## src/gsg_pkg.sv

```systemverilog
package gsg_pkg;

    // Field widths
    localparam int COORD_W    = 8;
    localparam int SIZE_W     = 9;
    localparam int IDX_W      = 24;
    localparam int COUNT_W    = 26;
    localparam int STEP_W     = 32;
    localparam int COEFF_W    = 33;
    localparam int SEL_W      = 2;
    localparam int CFG_IDX_W  = 3;
    localparam int CFG_DATA_W = 32;

    // Products: nx*ny, y*nx and z*(nx*ny)
    localparam int NXNY_W = 2 * SIZE_W;
    localparam int YNX_W  = COORD_W + SIZE_W;
    localparam int ZPROD_W = COORD_W + NXNY_W;

    // Configuration register indexes
    localparam logic [CFG_IDX_W-1:0] REG_SIZE_X   = 3'd0;
    localparam logic [CFG_IDX_W-1:0] REG_SIZE_Y   = 3'd1;
    localparam logic [CFG_IDX_W-1:0] REG_SIZE_Z   = 3'd2;
    localparam logic [CFG_IDX_W-1:0] REG_AXIS     = 3'd3;
    localparam logic [CFG_IDX_W-1:0] REG_SCHEME   = 3'd4;
    localparam logic [CFG_IDX_W-1:0] REG_INV_STEP = 3'd5;

    // Axis codes
    localparam logic [SEL_W-1:0] AXIS_X = 2'd0;
    localparam logic [SEL_W-1:0] AXIS_Y = 2'd1;
    localparam logic [SEL_W-1:0] AXIS_Z = 2'd2;

    // Scheme codes
    localparam logic [SEL_W-1:0] SCHEME_CENTRAL  = 2'd0;
    localparam logic [SEL_W-1:0] SCHEME_UPWIND   = 2'd1;
    localparam logic [SEL_W-1:0] SCHEME_DOWNWIND = 2'd2;

    // Reset values of the configuration registers
    localparam logic [SIZE_W-1:0] SIZE_RESET     = 9'd1;
    localparam logic [STEP_W-1:0] INV_STEP_RESET = 32'd65536;

    typedef struct packed {
        logic capture;
        logic mul_a;
        logic mul_b;
        logic sum;
        logic load_lo;
        logic load_hi;
    } gsg_cmd_t;

    typedef struct packed {
        logic has_lo;
        logic has_hi;
        logic out_free;
    } gsg_status_t;

endpackage

```

## src/gsg_ctrl.sv

```systemverilog
module gsg_ctrl (
    input  logic                 aclk,
    input  logic                 aresetn,
    input  logic                 s_valid,
    output logic                 s_ready,
    input  gsg_pkg::gsg_status_t status,
    output gsg_pkg::gsg_cmd_t    cmd
);

    typedef enum logic [5:0] {
        ST_IDLE  = 6'b000001,
        ST_MUL_A = 6'b000010,
        ST_MUL_B = 6'b000100,
        ST_SUM   = 6'b001000,
        ST_LO    = 6'b010000,
        ST_HI    = 6'b100000
    } state_t;

    state_t state_reg;
    state_t state_next;

    assign s_ready = (state_reg == ST_IDLE);

    always_comb begin
        state_next = state_reg;
        cmd        = '0;
        case (state_reg)
            ST_IDLE: begin
                if (s_valid) begin
                    cmd.capture = 1'b1;
                    state_next  = ST_MUL_A;
                end
            end
            ST_MUL_A: begin
                cmd.mul_a  = 1'b1;
                state_next = ST_MUL_B;
            end
            ST_MUL_B: begin
                cmd.mul_b  = 1'b1;
                state_next = ST_SUM;
            end
            ST_SUM: begin
                cmd.sum = 1'b1;
                if (status.has_lo) begin
                    state_next = ST_LO;
                end else if (status.has_hi) begin
                    state_next = ST_HI;
                end else begin
                    state_next = ST_IDLE;
                end
            end
            ST_LO: begin
                if (status.out_free) begin
                    cmd.load_lo = 1'b1;
                    state_next  = status.has_hi ? ST_HI : ST_IDLE;
                end
            end
            ST_HI: begin
                if (status.out_free) begin
                    cmd.load_hi = 1'b1;
                    state_next  = ST_IDLE;
                end
            end
            default: begin
                state_next = ST_IDLE;
            end
        endcase
    end

    always_ff @(posedge aclk) begin
        if (!aresetn) begin
            state_reg <= ST_IDLE;
        end else begin
            state_reg <= state_next;
        end
    end

endmodule

```

## src/gsg_dp.sv

```systemverilog
module gsg_dp #(
    parameter int MAX_DIM = 256
) (
    input  logic                                   aclk,
    input  logic                                   aresetn,
    // configuration writes
    input  logic                                   cfg_we,
    input  logic [gsg_pkg::CFG_IDX_W-1:0]          cfg_index,
    input  logic [gsg_pkg::CFG_DATA_W-1:0]         cfg_data,
    // input payload
    input  logic [gsg_pkg::COORD_W-1:0]            s_point_x,
    input  logic [gsg_pkg::COORD_W-1:0]            s_point_y,
    input  logic [gsg_pkg::COORD_W-1:0]            s_point_z,
    input  logic                                   s_first,
    // result channel
    output logic                                   m_valid,
    input  logic                                   m_ready,
    output logic [gsg_pkg::IDX_W-1:0]              m_row,
    output logic [gsg_pkg::IDX_W-1:0]              m_column,
    output logic signed [gsg_pkg::COEFF_W-1:0]     m_coeff,
    output logic [gsg_pkg::COUNT_W-1:0]            m_row_end,
    output logic                                   m_last,
    // controller link
    input  gsg_pkg::gsg_cmd_t                      cmd,
    output gsg_pkg::gsg_status_t                   status
);

    // Configuration registers
    logic [gsg_pkg::SIZE_W-1:0]  size_x_reg;
    logic [gsg_pkg::SIZE_W-1:0]  size_y_reg;
    logic [gsg_pkg::SIZE_W-1:0]  size_z_reg;
    logic [gsg_pkg::SEL_W-1:0]   axis_reg;
    logic [gsg_pkg::SEL_W-1:0]   scheme_reg;
    logic [gsg_pkg::STEP_W-1:0]  inv_step_reg;

    // Item registers
    logic [gsg_pkg::COORD_W-1:0] px_reg;
    logic [gsg_pkg::COORD_W-1:0] py_reg;
    logic [gsg_pkg::COORD_W-1:0] pz_reg;
    logic [gsg_pkg::NXNY_W-1:0]  nxny_reg;
    logic [gsg_pkg::YNX_W-1:0]   ynx_reg;
    logic [gsg_pkg::IDX_W-1:0]   zterm_reg;
    logic [gsg_pkg::IDX_W-1:0]   row_reg;
    logic [gsg_pkg::IDX_W-1:0]   stride_reg;
    logic [gsg_pkg::COUNT_W-1:0] count_reg;
    logic [gsg_pkg::COUNT_W-1:0] count_next;

    // Output register
    logic                        m_valid_reg;
    logic [gsg_pkg::IDX_W-1:0]   m_row_reg;
    logic [gsg_pkg::IDX_W-1:0]   m_column_reg;
    logic [gsg_pkg::COEFF_W-1:0] m_coeff_reg;
    logic [gsg_pkg::COUNT_W-1:0] m_row_end_reg;
    logic                        m_last_reg;

    logic [gsg_pkg::SIZE_W-1:0]  nx;
    logic [gsg_pkg::SIZE_W-1:0]  ny;
    logic [gsg_pkg::SIZE_W-1:0]  nz;
    logic [gsg_pkg::SIZE_W-1:0]  n_axis;
    logic [gsg_pkg::COORD_W-1:0] p_axis;
    logic                        axis_ok;
    logic [gsg_pkg::NXNY_W-1:0]  nxny_next;
    logic [gsg_pkg::YNX_W-1:0]   ynx_next;
    logic [gsg_pkg::ZPROD_W-1:0] zprod;
    logic [gsg_pkg::IDX_W-1:0]   row_next;
    logic [gsg_pkg::IDX_W-1:0]   stride_next;
    logic [gsg_pkg::IDX_W-1:0]   lcol;
    logic [gsg_pkg::IDX_W-1:0]   hcol;
    logic [gsg_pkg::COEFF_W-1:0] pos_coeff;
    logic [gsg_pkg::COEFF_W-1:0] neg_coeff;

    // A size of zero acts as one, a size above MAX_DIM acts as MAX_DIM.
    function automatic logic [gsg_pkg::SIZE_W-1:0] eff_size(
        input logic [gsg_pkg::SIZE_W-1:0] s
    );
        logic [gsg_pkg::SIZE_W-1:0] r;
        if (s == '0) begin
            r = gsg_pkg::SIZE_W'(1);
        end else if (32'(s) > MAX_DIM) begin
            r = gsg_pkg::SIZE_W'(MAX_DIM);
        end else begin
            r = s;
        end
        return r;
    endfunction

    assign nx = eff_size(size_x_reg);
    assign ny = eff_size(size_y_reg);
    assign nz = eff_size(size_z_reg);

    always_comb begin
        axis_ok = 1'b1;
        case (axis_reg)
            gsg_pkg::AXIS_X: begin
                p_axis = px_reg;
                n_axis = nx;
            end
            gsg_pkg::AXIS_Y: begin
                p_axis = py_reg;
                n_axis = ny;
            end
            gsg_pkg::AXIS_Z: begin
                p_axis = pz_reg;
                n_axis = nz;
            end
            default: begin
                p_axis  = '0;
                n_axis  = gsg_pkg::SIZE_W'(1);
                axis_ok = 1'b0;
            end
        endcase
    end

    assign status.has_lo   = axis_ok && (p_axis != '0);
    assign status.has_hi   = axis_ok &&
                             ({1'b0, p_axis} < (n_axis - gsg_pkg::SIZE_W'(1)));
    assign status.out_free = !m_valid_reg || m_ready;

    // Arithmetic chain: products, then the z term, then the sum.
    assign nxny_next = nx * ny;
    assign ynx_next  = py_reg * nx;
    assign zprod     = pz_reg * nxny_reg;
    assign row_next  = gsg_pkg::IDX_W'(px_reg) + gsg_pkg::IDX_W'(ynx_reg) + zterm_reg;

    always_comb begin
        case (axis_reg)
            gsg_pkg::AXIS_Y: stride_next = gsg_pkg::IDX_W'(nx);
            gsg_pkg::AXIS_Z: stride_next = gsg_pkg::IDX_W'(nxny_reg);
            default:         stride_next = gsg_pkg::IDX_W'(1);
        endcase
    end

    // Upwind points the upper entry at the point itself, downwind the lower one.
    assign lcol = (scheme_reg == gsg_pkg::SCHEME_DOWNWIND) ? row_reg : row_reg - stride_reg;
    assign hcol = (scheme_reg == gsg_pkg::SCHEME_UPWIND)   ? row_reg : row_reg + stride_reg;

    assign pos_coeff = {1'b0, inv_step_reg};
    assign neg_coeff = gsg_pkg::COEFF_W'(0) - pos_coeff;

    assign count_next = (count_reg == '1) ? count_reg : count_reg + gsg_pkg::COUNT_W'(1);

    always_ff @(posedge aclk) begin
        if (!aresetn) begin
            size_x_reg   <= gsg_pkg::SIZE_RESET;
            size_y_reg   <= gsg_pkg::SIZE_RESET;
            size_z_reg   <= gsg_pkg::SIZE_RESET;
            axis_reg     <= gsg_pkg::AXIS_X;
            scheme_reg   <= gsg_pkg::SCHEME_CENTRAL;
            inv_step_reg <= gsg_pkg::INV_STEP_RESET;
        end else if (cfg_we) begin
            case (cfg_index)
                gsg_pkg::REG_SIZE_X:   size_x_reg   <= cfg_data[gsg_pkg::SIZE_W-1:0];
                gsg_pkg::REG_SIZE_Y:   size_y_reg   <= cfg_data[gsg_pkg::SIZE_W-1:0];
                gsg_pkg::REG_SIZE_Z:   size_z_reg   <= cfg_data[gsg_pkg::SIZE_W-1:0];
                gsg_pkg::REG_AXIS:     axis_reg     <= cfg_data[gsg_pkg::SEL_W-1:0];
                gsg_pkg::REG_SCHEME:   scheme_reg   <= cfg_data[gsg_pkg::SEL_W-1:0];
                gsg_pkg::REG_INV_STEP: inv_step_reg <= cfg_data[gsg_pkg::STEP_W-1:0];
                default: begin
                end
            endcase
        end
    end

    always_ff @(posedge aclk) begin
        if (!aresetn) begin
            count_reg   <= '0;
            m_valid_reg <= 1'b0;
        end else begin
            if (cmd.capture && s_first) begin
                count_reg <= '0;
            end else if (cmd.load_lo || cmd.load_hi) begin
                count_reg <= count_next;
            end
            if (cmd.load_lo || cmd.load_hi) begin
                m_valid_reg <= 1'b1;
            end else if (m_ready) begin
                m_valid_reg <= 1'b0;
            end
        end
    end

    always_ff @(posedge aclk) begin
        if (cmd.capture) begin
            px_reg <= s_point_x;
            py_reg <= s_point_y;
            pz_reg <= s_point_z;
        end
        if (cmd.mul_a) begin
            nxny_reg <= nxny_next;
            ynx_reg  <= ynx_next;
        end
        if (cmd.mul_b) begin
            zterm_reg <= zprod[gsg_pkg::IDX_W-1:0];
        end
        if (cmd.sum) begin
            row_reg    <= row_next;
            stride_reg <= stride_next;
        end
        if (cmd.load_lo) begin
            m_row_reg     <= row_reg;
            m_column_reg  <= lcol;
            m_coeff_reg   <= neg_coeff;
            m_row_end_reg <= count_next;
            m_last_reg    <= !status.has_hi;
        end else if (cmd.load_hi) begin
            m_row_reg     <= row_reg;
            m_column_reg  <= hcol;
            m_coeff_reg   <= pos_coeff;
            m_row_end_reg <= count_next;
            m_last_reg    <= 1'b1;
        end
    end

    assign m_valid   = m_valid_reg;
    assign m_row     = m_row_reg;
    assign m_column  = m_column_reg;
    assign m_coeff   = $signed(m_coeff_reg);
    assign m_row_end = m_row_end_reg;
    assign m_last    = m_last_reg;

`ifndef SYNTHESIS
    a_load_needs_room: assert property (@(posedge aclk) disable iff (!aresetn)
        (cmd.load_lo || cmd.load_hi) |-> (!m_valid_reg || m_ready))
        else $error("entry loaded over an untaken result");

    a_one_command: assert property (@(posedge aclk) disable iff (!aresetn)
        $onehot0({cmd.capture, cmd.load_lo, cmd.load_hi}))
        else $error("capture and entry load overlap");

    a_lower_has_lo: assert property (@(posedge aclk) disable iff (!aresetn)
        cmd.load_lo |-> status.has_lo)
        else $error("lower entry without a lower neighbour");

    a_upper_is_last: assert property (@(posedge aclk) disable iff (!aresetn)
        cmd.load_hi |=> (m_last_reg && m_valid_reg))
        else $error("upper entry not marked as last");

    a_count_nonzero: assert property (@(posedge aclk) disable iff (!aresetn)
        (cmd.load_lo || cmd.load_hi) |=> (count_reg != '0 && m_row_end_reg == count_reg))
        else $error("row end pointer does not follow the entry counter");
`endif

endmodule

```

## src/gradient_stencil_csr_generator.sv

```systemverilog
// Channel   Handshake                Payload
// input     s_valid / s_ready        s_point_x, s_point_y, s_point_z, s_first
// result    m_valid / m_ready        m_row, m_column, m_coeff, m_row_end, m_last
// config    cfg_valid / cfg_ready    cfg_index, cfg_data
//
// After acceptance a grid point passes through the index arithmetic, then the controller loads
// each matrix entry it produces, none, one or two, into the output register.
// The arithmetic registers nx*ny and y*nx, then the product z*(nx*ny), then the final sum;
// the single output register takes one entry a cycle while m_ready does not stall it.
// Reset is synchronous and active low; it returns the configuration registers to their
// defaults and clears the entry counter and the output valid flag.
// A stall on m_ready holds the controller in its entry state; s_ready is low until the
// last entry of the current point has been loaded into the output register.
module gradient_stencil_csr_generator #(
    parameter int MAX_DIM = 256
) (
    input  logic                                aclk,
    input  logic                                aresetn,

    input  logic                                cfg_valid,
    output logic                                cfg_ready,
    input  logic [gsg_pkg::CFG_IDX_W-1:0]       cfg_index,
    input  logic [gsg_pkg::CFG_DATA_W-1:0]      cfg_data,

    input  logic                                s_valid,
    output logic                                s_ready,
    input  logic [gsg_pkg::COORD_W-1:0]         s_point_x,
    input  logic [gsg_pkg::COORD_W-1:0]         s_point_y,
    input  logic [gsg_pkg::COORD_W-1:0]         s_point_z,
    input  logic                                s_first,

    output logic                                m_valid,
    input  logic                                m_ready,
    output logic [gsg_pkg::IDX_W-1:0]           m_row,
    output logic [gsg_pkg::IDX_W-1:0]           m_column,
    output logic signed [gsg_pkg::COEFF_W-1:0]  m_coeff,
    output logic [gsg_pkg::COUNT_W-1:0]         m_row_end,
    output logic                                m_last
);

    gsg_pkg::gsg_cmd_t    cmd;
    gsg_pkg::gsg_status_t status;

    // Configuration registers are plain flops, so every write beat is taken at once.
    assign cfg_ready = 1'b1;

    // The controller sequences capture, the two multiply stages, the sum and
    // the entry loads, none, one or two, of each point.
    gsg_ctrl u_ctrl (
        .aclk    (aclk),
        .aresetn (aresetn),
        .s_valid (s_valid),
        .s_ready (s_ready),
        .status  (status),
        .cmd     (cmd)
    );

    // The datapath holds the configuration, the index arithmetic, the entry
    // counter and the output register.
    gsg_dp #(
        .MAX_DIM (MAX_DIM)
    ) u_dp (
        .aclk      (aclk),
        .aresetn   (aresetn),
        .cfg_we    (cfg_valid && cfg_ready),
        .cfg_index (cfg_index),
        .cfg_data  (cfg_data),
        .s_point_x (s_point_x),
        .s_point_y (s_point_y),
        .s_point_z (s_point_z),
        .s_first   (s_first),
        .m_valid   (m_valid),
        .m_ready   (m_ready),
        .m_row     (m_row),
        .m_column  (m_column),
        .m_coeff   (m_coeff),
        .m_row_end (m_row_end),
        .m_last    (m_last),
        .cmd       (cmd),
        .status    (status)
    );

`ifndef SYNTHESIS
    a_no_accept_while_emitting: assert property (@(posedge aclk) disable iff (!aresetn)
        (s_valid && s_ready) |=> !s_ready)
        else $error("second point accepted before the first was processed");

    a_cfg_always_ready: assert property (@(posedge aclk) disable iff (!aresetn)
        cfg_ready)
        else $error("configuration port stalled");

    a_beat_after_accept: assert property (@(posedge aclk) disable iff (!aresetn)
        (s_valid && s_ready) |=> ##2 !s_ready)
        else $error("index arithmetic cut short");
`endif

endmodule
```

## config.mk

```make
export PLATFORM = sky130hd
export DESIGN_NAME = gradient_stencil_csr_generator
export DESIGN_NICKNAME = d
export VERILOG_FILES = /design/src/gsg_pkg.sv /design/src/gsg_ctrl.sv /design/src/gsg_dp.sv /design/src/gradient_stencil_csr_generator.sv
export SDC_FILE = /design/constraint.sdc
export NUM_CORES = 1
export LEC_CHECK = 0
export BUFFER_PORTS_ARGS = -buffer_cell sky130_fd_sc_hd__buf_2
export CORE_ASPECT_RATIO = 1.25
export CORE_MARGIN = 2
export CORE_UTILIZATION = 62
export DETAILED_ROUTE_END_ITERATION = 6
export PLACE_DENSITY_LB_ADDON = 0.12
export REMOVE_ABC_BUFFERS = 1
export SLEW_MARGIN = 10
export SYNTH_ARGS = -nofsm -noshare
export SYNTH_HDL_FRONTEND = slang
export SYNTH_HIERARCHICAL = 1
export SYNTH_SLANG_ARGS = --single-unit
```

## constraint.sdc

```tcl
create_clock -name aclk -period 6.1 [get_ports aclk]
set_input_delay 0.305 -clock aclk [delete_from_list [all_inputs] [get_ports aclk]]
set_output_delay 0.305 -clock aclk [all_outputs]
set_load 0.02 [all_outputs]
```

; ---- Word-level counts from Yosys, hierarchy flattened
; Index checks and enable logic that the tools add are counted.
[word_totals]
register_bits = 335
word_cells = 119
output_inout_bits = 111
[op_classes]
order_cmp = 4
bitwise_logic = 1
n_mux = 39
n_eq_ne = 19
add_sub_neg = 7
reduce_logical = 24
n_mul = 3
[ops]
columns = cell, count
row1 = $mux W24, 6
row2 = $mux W26, 3
row3 = $mux W33, 2
row4 = $mux W9, 6
row5 = $add A24 B24 Y24, 2
row6 = $pmux W18 S2, 1
row7 = $pmux W6 S6, 1
row8 = $sub A1 B32 Y33 const A, 1
row9 = $mux W6, 5
row10 = $gt A9 B9 Y1 const B, 3
row11 = $logic_not A9 Y1, 3
row12 = $pmux W9 S3, 1
row13 = $add A26 B1 Y26 const B, 1
row14 = $eq A26 B26 Y1 const B, 1
row15 = $mul A8 B18 Y24, 1
row16 = $pmux W8 S3, 1
row17 = $sub A24 B24 Y24, 1
row18 = $add A8 B17 Y18, 1
row19 = $mul A9 B9 Y18, 1
row20 = $mul A8 B9 Y17, 1
row21 = $mux W1, 13
row22 = $reduce_and A2 Y1, 6
row23 = $lt A8 B9 Y1, 1
row24 = $sub A9 B1 Y9 const B, 1
row25 = 23 further kinds, 34

; ---- Logic depth before layout (Yosys ltp)
; Gate-level depths: netlist (run 1).
[logic_depth]
word_depth = 10
mapped_depth = 23
ltp_nobuf = 22

; ---- Cells and area by module
; The synthesis (run 1) kept the hierarchy.
[modules_own_cells]
columns = mod, cells_each, area_each_um2, n_inst, seq_area_each_um2
row1 = gsg_dp, 2507, 24825.1, 1, 8798.4
row2 = gsg_ctrl, 46, 420.4, 1, 120.1
row3 = gradient_stencil_csr_generator, 2, 11.3, 1, 0.0

; ---- Worst setup path after synthesis (run 1)
; No wires, ideal clock.
[synth_timing]
path_type = flip-flop to flip-flop
from = register u_dp/size_y_reg[4] in the netlist's numbering
to = register u_dp/nxny_reg[14] in the netlist's numbering, data pin
path_stages_with_launch = 22
n_path_buf = 0
period_less_slack_ps = 5173
slack_ps = 927
arrival_ps = 4915
setup_time_ps = 258
required_ps = 5842
cell_sequence = dfxtp_1 -> nor4_1 -> a21oi_1 -> nor2_1 -> nand2_1 -> fa_1 -> inv_1 -> fa_1 -> ha_1 -> inv_1 -> fa_1 -> inv_1 -> fa_1 -> a21o_1 -> a21oi_1 -> o21ai_0 -> and2_1 -> o311a_1 -> o21a_1 -> o21ai_0 -> nor2b_1 -> xnor2_1
[synth_between]
elab_chain_len = 4
elab_cells_between_ends = 5
[synth_lines]
columns = item, line_no
row1 = from (decl), gsg_dp.sv:30  ; logic [gsg_pkg::SIZE_W-1:0] size_y_reg;
row2 = from (signal assigned), gsg_dp.sv:145  ; size_y_reg <= gsg_pkg::SIZE_RESET;
row3 = from (signal assigned), gsg_dp.sv:153  ; gsg_pkg::REG_SIZE_Y: size_y_reg <= cfg_data[gsg_pkg::SIZE_W-1:0];
row4 = $gt A9 B9 Y1, gsg_dp.sv:79  ; end else if (32'(s) > MAX_DIM) begin
row5 = $mux W9, gsg_dp.sv:79
row6 = $mux W9 (*), gsg_dp.sv:77  ; if (s == '0) begin
row7 = $mul A9 B9 Y18 (*), gsg_dp.sv:120  ; assign nxny_next = nx * ny;
row8 = "named net u_dp.nxny_next, one bit", gsg_dp.sv:62  ; logic [gsg_pkg::NXNY_W-1:0] nxny_next;
row9 = to (signal assigned), gsg_dp.sv:189  ; nxny_reg <= nxny_next;
row10 = to (decl), gsg_dp.sv:40  ; logic [gsg_pkg::NXNY_W-1:0] nxny_reg;
; The timed path passes the listed nets; every way through them passes the cells marked *.
; A chain may end at the register's enable or synchronous reset.

; ---- Final worst setup path (run 1)
; Ends and elaborated chain as after synthesis.

==> impl_metrics.py, run 1 <==
metrics = {
    "sta": {
        "max_freq_mhz": 175,
        "finClkSkew_ns": 0.0255,
        "fin_crit_ns": 5.71,
        "drv_slew": 0,
        "worst_pin_slew_ns": 0.928,
        "post-route-period-util_pct": 93.6,
        "hold_ws_ns": 0.0203,
        "fin_ws_ns": 0.388,
        "slew_headroom_pct": 38.0,
        "setup_viol": 0,
        "rsz0062_at_grt": "false",
        "hold_viol_final": 0,
    },
    "die": {
        "fp.dieW_um": 185,
        "die_area_um2": 42400,
        "die_h_um": 230,
        "rows": 82,
        "core_area_um2": 40100,
        "start_util_pct": 63.0,
        "io_pins": 176,
    },
    "cells_and_area": {
        "nets": 3176,
        "fillCellCount": 3075,
        "fin_util_pct": 70.1,
        "syn2layout_area_growth_pct": 11.4,
        "final_cell_mix": "nand2_1 (340), inv_1 (297), edfxtp_1 (233)",
        "drive_gt1_share_pct": 10.5,
        "final_common_cell": "nand2_1",
        "largest_register_ffs": 33,
    },
    "routing": {
        "drc": 1,
        "vias_per_cell": 5.64,
        "ant_nets": 0,
        "wl_per_cell_um": 17.7,
        "first_pass_iters": 7,
        "wl_mm": 58.4,
        "vias": 18600,
        "drtIter0Drc": 1123,
    },
    "clock_tree": {
        "cts_sinks": 329,
        "numCtsBuffers": 36,
        "clk_pin_slew_worst_paths_ns": 0.07,
        "cts_tree": "done",
        "cts_htree_levels": 2,
        "cts-root-buf": "clkbuf_16",
        "clkLatencyLatePin_ns": 0.55,
        "clk_path_buf_depth": 3,
    },
    "setup_path": {
        "crit_fanout": 7,
        "worstSetupStartpointType": "flop",
        "worst_ep_arrival_time_ns": 5.99,
        "cp.required_ns": 6.38,
        "end_kind": "flop",
        "critPathKind": "flop to flop",
    },
    "power_and_ir_drop": {
        "irDropWorstVdd_mv": 0.374,
        "cellLeakagePower_uw": 0.0125,
        "powerDensity_nw_per_um2": 197,
    },
    "synthesis": {
        "synth_edf_count": 233,
        "synthCells": 2555,
        "synth_top_area_cell": "edfxtp_1",
        "netlist_area_um2": 25300,
        "synth.area.top_cells": "edfxtp_1 (28%), fa_1 (16%), ha_1 (9.5%)",
        "synth.distinct_cells": 77,
        "synth.top_cell.area_share_pct": 27.7,
        "ys_seq_elements": 329,
        "syn_avg_cell_area_um2": 9.89,
        "synthFlopType": "edfxtp_1",
        "synthArstFlopShare_pct": 0,
        "yosys_warnings": 6,
        "synth_seq_area_share_pct": 35.3,
    },
    "run_status": {
        "status": "complete, but fails checks",
        "violations": "DRC",
    },
    "global_routing": {
        "grt_max_degree": 81,
        "antenna_found_initial": 2,
        "grt_pass1_vias": 19000,
        "grt_first_pass_wirelength_mm": 94.9,
        "grt_use_total_pct": 28.1,
        "gr-total-overflow": 0,
    },
    "run": {
        "cap_viol_max_count": 0,
    },
    "placed_design": {
        "io_buffers": 174,
        "pre_cts_slack_ns": 0.233,
        "place_hpwl_mm": 44.7,
        "place_congestion": 0.918,
    },
    "worst_hold_path": {
        "holdCritPathClass": "primary input to flop",
    },
}
## per-layer routing
layer	global-route usage, %	wire length, um	part of all wire (%)	vias to the layer above
li1	-	-	-	8892
met1	34.5	23300	40	9087
met2	50.4	30300	52	510
met3	3.52	2860	4.9	117
met4	10.4	1950	3.3	0
met5	0	0	0	-
## metrics by stage
stage | TNS, ns | instances | total power (uW) | instance area (um2)
final | 0 | 3297 | 5540 | 28100
after floorplan | -6.36 | 2454 | 3150 | 24900
after global placement | 0 | 3202 | 3360 | 26700
after CTS | 0 | 3295 | 5580 | 28100
after global routing | 0 | 3297 | 5780 | 28100
after detailed placement | 0 | 3202 | 3390 | 26700
## cell families after synthesis
family / after synthesis / synth area share, %
muxes: 5 / 0.203
other: 1 / 0.0148
xor gates and xnor gates: 154 / 5.34
AOI/OAI and AO/OA: 390 / 10.9
buffers and inverters: 399 / 5.98
DFF: 329 / 35.3
and+or+nand+nor: 888 / 17.0
adders and majority gates: 389 / 25.2
## final timing paths
path | start | end | slack, ns | cells after the start
min reg2reg | u_dp/row_reg[23] | u_dp/m_row[23] | 0.47 | 0
max reg2reg | u_dp/size_y_reg[4] | u_dp/nxny_reg[14] | 0.39 | 21
max | u_dp/size_y_reg[4] | u_dp/nxny_reg[14] | 0.39 | 21
min | cfg_data[27] | u_dp/inv_step_reg[27] | 0.02 | 3
## final cells by class
class / instances / area (um2) / area share, %
antenna: 2 / 5.00 / 0.0178
clock buffer: 40 / 926 / 3.29
clock inverter: 25 / 258 / 0.916
inverter: 298 / 1120 / 3.98
multi-input combinational: 1827 / 14900 / 52.8
sequential: 329 / 8920 / 31.7
tap: 546 / 683 / 2.43
timing repair buffer: 230 / 1360 / 4.84
## cells in the mapped netlist, types with 14 or more instances
master    instances
a22oi_1          14
a21oi_1          78
fa_1            198
o21ai_0          50
clkbuf_1         89
xor2_1           47
a21o_1           33
nand2_1         340
and3_1           16
nor2_1          165
edfxtp_1        233
a22o_1           14
xnor2_1         107
inv_1           297
a21boi_0         60
ha_1            191
nor3_1           34
nand3_1          41
nand2b_1         33
dfxtp_1          96
nor2b_1          39
and2_1          151
## power by group
part,leakage [uW],switching (uW),internal (uW)
registers,0.00292,70.5,2440
logic,0.00902,481,372
clock network,0.000577,897,1280
total,0.0125,1450,4090
## what timing repair did
item / in CTS / in global routing
gates resized for setup: 0 / 1
endpoints found under the hold margin: 28 / 0
endpoints found under the setup margin: 0 / 2
hold buffers: 28 / 0
setup buffers: 0 / 0
## worst max-delay path, stage by stage, from the launching register on
cell and delay, ns:
dfxtp_1 0.33, nor4_1 0.32, a21oi_1 0.22, nor2_2 0.33, nand2_1 0.15, fa_1 0.56, inv_1 0.06, fa_1 0.45
ha_1 0.28, inv_1 0.05, fa_1 0.53, inv_1 0.07, fa_1 0.45, a21o_1 0.17, a21oi_1 0.23, o21ai_0 0.12
and2_1 0.18, o311a_1 0.31, o21a_1 0.19, o21ai_0 0.21, nor2b_1 0.19, xnor2_1 0.08
Power figures use the tool's default switching activity.
==> run 2, diff against run 1 <==
CORE_UTILIZATION = 63   (was 62)
SYNTH_HIERARCHICAL = not set   (was 1)
==> impl_metrics.py, run 2 <==
metrics = {
    "routing": {
        "ant_nets": 0,
        "drtIter0Drc": 1217,
        "vias_per_cell": 5.79,
        "drc": 0,
        "vias": 20000,
        "first_pass_iters": 6,
        "wl_per_cell_um": 18.0,
        "wl_mm": 62.2,
    },
    "worst_hold_path": {
        "hold_path_end": "u_dp.inv_step_reg[26]",
        "hold_depth": 3,
        "holdCritPathClass": "primary input to flop",
        "worstHoldStart": "cfg_data[26]",
    },
    "setup_path": {
        "worst_ep_arrival_time_ns": 6.04,
        "r2r-end": "u_dp.nxny_reg[17]",
        "critPathKind": "flop to flop",
        "crit_fanout": 5,
        "reg2reg_slack_ns": 0.34,
        "worstRegToRegCells": 16,
        "timing.rr.start": "u_dp.size_x_reg[7]",
        "cp-startpoint": "u_dp.size_x_reg[7]",
        "end_kind": "flop",
        "cp.required_ns": 6.38,
        "worstSetupStartpointType": "flop",
    },
    "die": {
        "fp.dieW_um": 186,
        "start_util_pct": 63.8,
        "core_area_um2": 41000,
        "die_area_um2": 43200,
        "die_h_um": 232,
        "rows": 83,
        "io_pins": 176,
    },
    "clock_tree": {
        "clk_path_buf_depth": 3,
        "cts_tree": "done",
        "numCtsBuffers": 36,
        "cts_setup_buffers": 0,
        "post_cts_resized": 0,
        "clk_pin_slew_worst_paths_ns": 0.06,
        "cts_sinks": 329,
        "cts-root-buf": "clkbuf_16",
        "cts_htree_levels": 2,
        "clkLatencyLatePin_ns": 0.58,
    },
    "sta": {
        "rsz0062_at_grt": "false",
        "fin_crit_ns": 5.76,
        "fin_setup_tns_ns": 0,
        "worst_pin_slew_ns": 1.16,
        "drv_slew": 0,
        "post-route-period-util_pct": 94.4,
        "hold_viol_final": 0,
        "finClkSkew_ns": 0.0381,
        "max_freq_mhz": 174,
        "slew_headroom_pct": 22.9,
        "setup_viol": 0,
    },
    "global_routing": {
        "grt_first_pass_wirelength_mm": 100,
        "grt_pass1_vias": 20300,
        "gr-total-overflow": 0,
        "antenna_found_initial": 3,
        "grt_use_total_pct": 28.9,
        "grt_max_degree": 73,
    },
    "synthesis": {
        "yosys-top-cells-count": "nand2_1 (338), inv_1 (299), edfxtp_1 (233)",
        "synthArstFlopShare_pct": 0,
        "synth_edf_count": 233,
        "ys_seq_elements": 329,
        "yosys_warnings": 0,
        "syn_avg_cell_area_um2": 9.67,
        "synth_seq_area_share_pct": 34.1,
        "synth.top_cell.area_share_pct": 26.7,
        "synth_most_common_cell": "nand2_1",
        "netlist_area_um2": 26200,
        "synth_top_area_cell": "edfxtp_1",
        "synthCells": 2708,
        "synthFlopType": "edfxtp_1",
        "synth.area.top_cells": "edfxtp_1 (27%), fa_1 (15%), ha_1 (9.1%)",
        "synth.distinct_cells": 98,
    },
    "cells_and_area": {
        "drive_gt1_share_pct": 10.1,
        "nets": 3318,
        "final_common_cell": "nand2_1",
        "final_cell_mix": "nand2_1 (338), inv_1 (299), edfxtp_1 (233)",
        "syn2layout_area_growth_pct": 11.2,
        "largest_register_ffs": 33,
    },
    "run_status": {
        "status": "finished, final reports clean",
    },
    "placed_design": {
        "place_hpwl_mm": 47.3,
        "place_congestion": 0.906,
        "io_buffers": 174,
    },
    "power_and_ir_drop": {
        "total_power_uw": 7790,
        "cellLeakagePower_uw": 0.0126,
        "irDropWorstVdd_mv": 0.431,
        "powerDensity_nw_per_um2": 268,
    },
    "run": {
        "cap_viol_max_count": 0,
    },
}
==> run 2: cell types whose count changed after synthesis, moves of 12 or more <==
| cell | before | now |
|---|---|---|
| a21oi_1 | 78 | 102 |
| o21ai_0 | 50 | 73 |
| a211oi_1 | 3 | 16 |
| a22o_1 | 14 | 2 |
| xor2_1 | 47 | 67 |
| nor2_1 | 165 | 178 |
==> run 2: cells by family after synthesis <==
kind of cell / Yosys count / share of synthesized area [%]
XOR/XNOR: 177 / 5.92
flip-flops: 329 / 34.1
other: 1 / 0.0143
AO/OA/AOI/OAI: 453 / 12.0
buffers and inverters: 413 / 6.10
adder cells (fa/ha/maj): 381 / 23.7
multiplexers: 12 / 0.468
AND/OR/NAND/NOR: 942 / 17.7
==> run 2: what timing repair did <==
action,in CTS,in global routing
hold buffers,42,0
setup endpoints to repair,0,0
endpoints found under the hold margin,42,0
==> run 2: worst max path at each step <==
stage / slack [ns] / depth (start not counted) / to
final: 0.34 / 16 / u_dp.nxny_reg[17]
after global routing: 0.02 / 20 / u_dp.ynx_reg[15]
after CTS: 0.33 / 16 / u_dp.nxny_reg[17]
after detailed placement: 0.39 / 16 / u_dp.nxny_reg[17]
after global placement: 0.52 / 16 / u_dp.nxny_reg[17]
after floorplan: 0.65 / 16 / u_dp.nxny_reg[17]
==> run 2: layout make-up <==
type	instances	area (um2)
Antenna cell	4	10.0
Multi-Input combinational cell	1966	15700
Sequential cell	329	8920
Inverter	300	1130
Clock inverter	20	256
Timing Repair Buffer	239	1460
Fill cell	3099	11900
Clock buffer	46	968
Tap cell	552	691
==> run 2: through the flow <==
step	cells	utilization (%)	area, um2	hold WS [ns]	setup WS [ns]
floorplan	2595	-	25700	0.377	0.654
global placement	3344	66.9	27500	0.457	0.518
detailed placement	3344	66.9	27500	0.458	0.390
CTS	3452	70.9	29100	0.000923	0.329
global route	3455	71.0	29100	0.0222	0.0227
finish	3456	71.0	29100	0.0238	0.342
==> run 2: worst max-delay path, stage by stage (launching register included) <==
cell	delay, ns
dfxtp_1	0.35
or4_1	0.58
o2bb2ai_1	0.46
nand2_1	0.15
fa_1	0.54
fa_1	0.55
inv_1	0.06
fa_1	0.53
inv_1	0.06
fa_1	0.53
inv_1	0.04
ha_1	0.22
a21o_1	0.19
a31o_2	0.22
a41o_1	0.25
o41ai_1	0.55
o211ai_1	0.18
==> run 2: power breakdown <==
part / switching [uW] / internal [uW] / leakage [uW]
Clock: 939 / 1320 / 0.000600
Combinational: 1620 / 1260 / 0.00914
Sequential: 73.6 / 2580 / 0.00291
Total: 2640 / 5160 / 0.0126
==> run 2: per-layer routing <==
layer  wire, um  vias to the layer above  global-route usage [%]
met1      25200                     9796                    35.1
met5          0                        -                       0
li1           -                     9489                       -
met2      32200                      582                    52.7
met3       2750                      153                    3.23
met4       2110                        0                    11.4
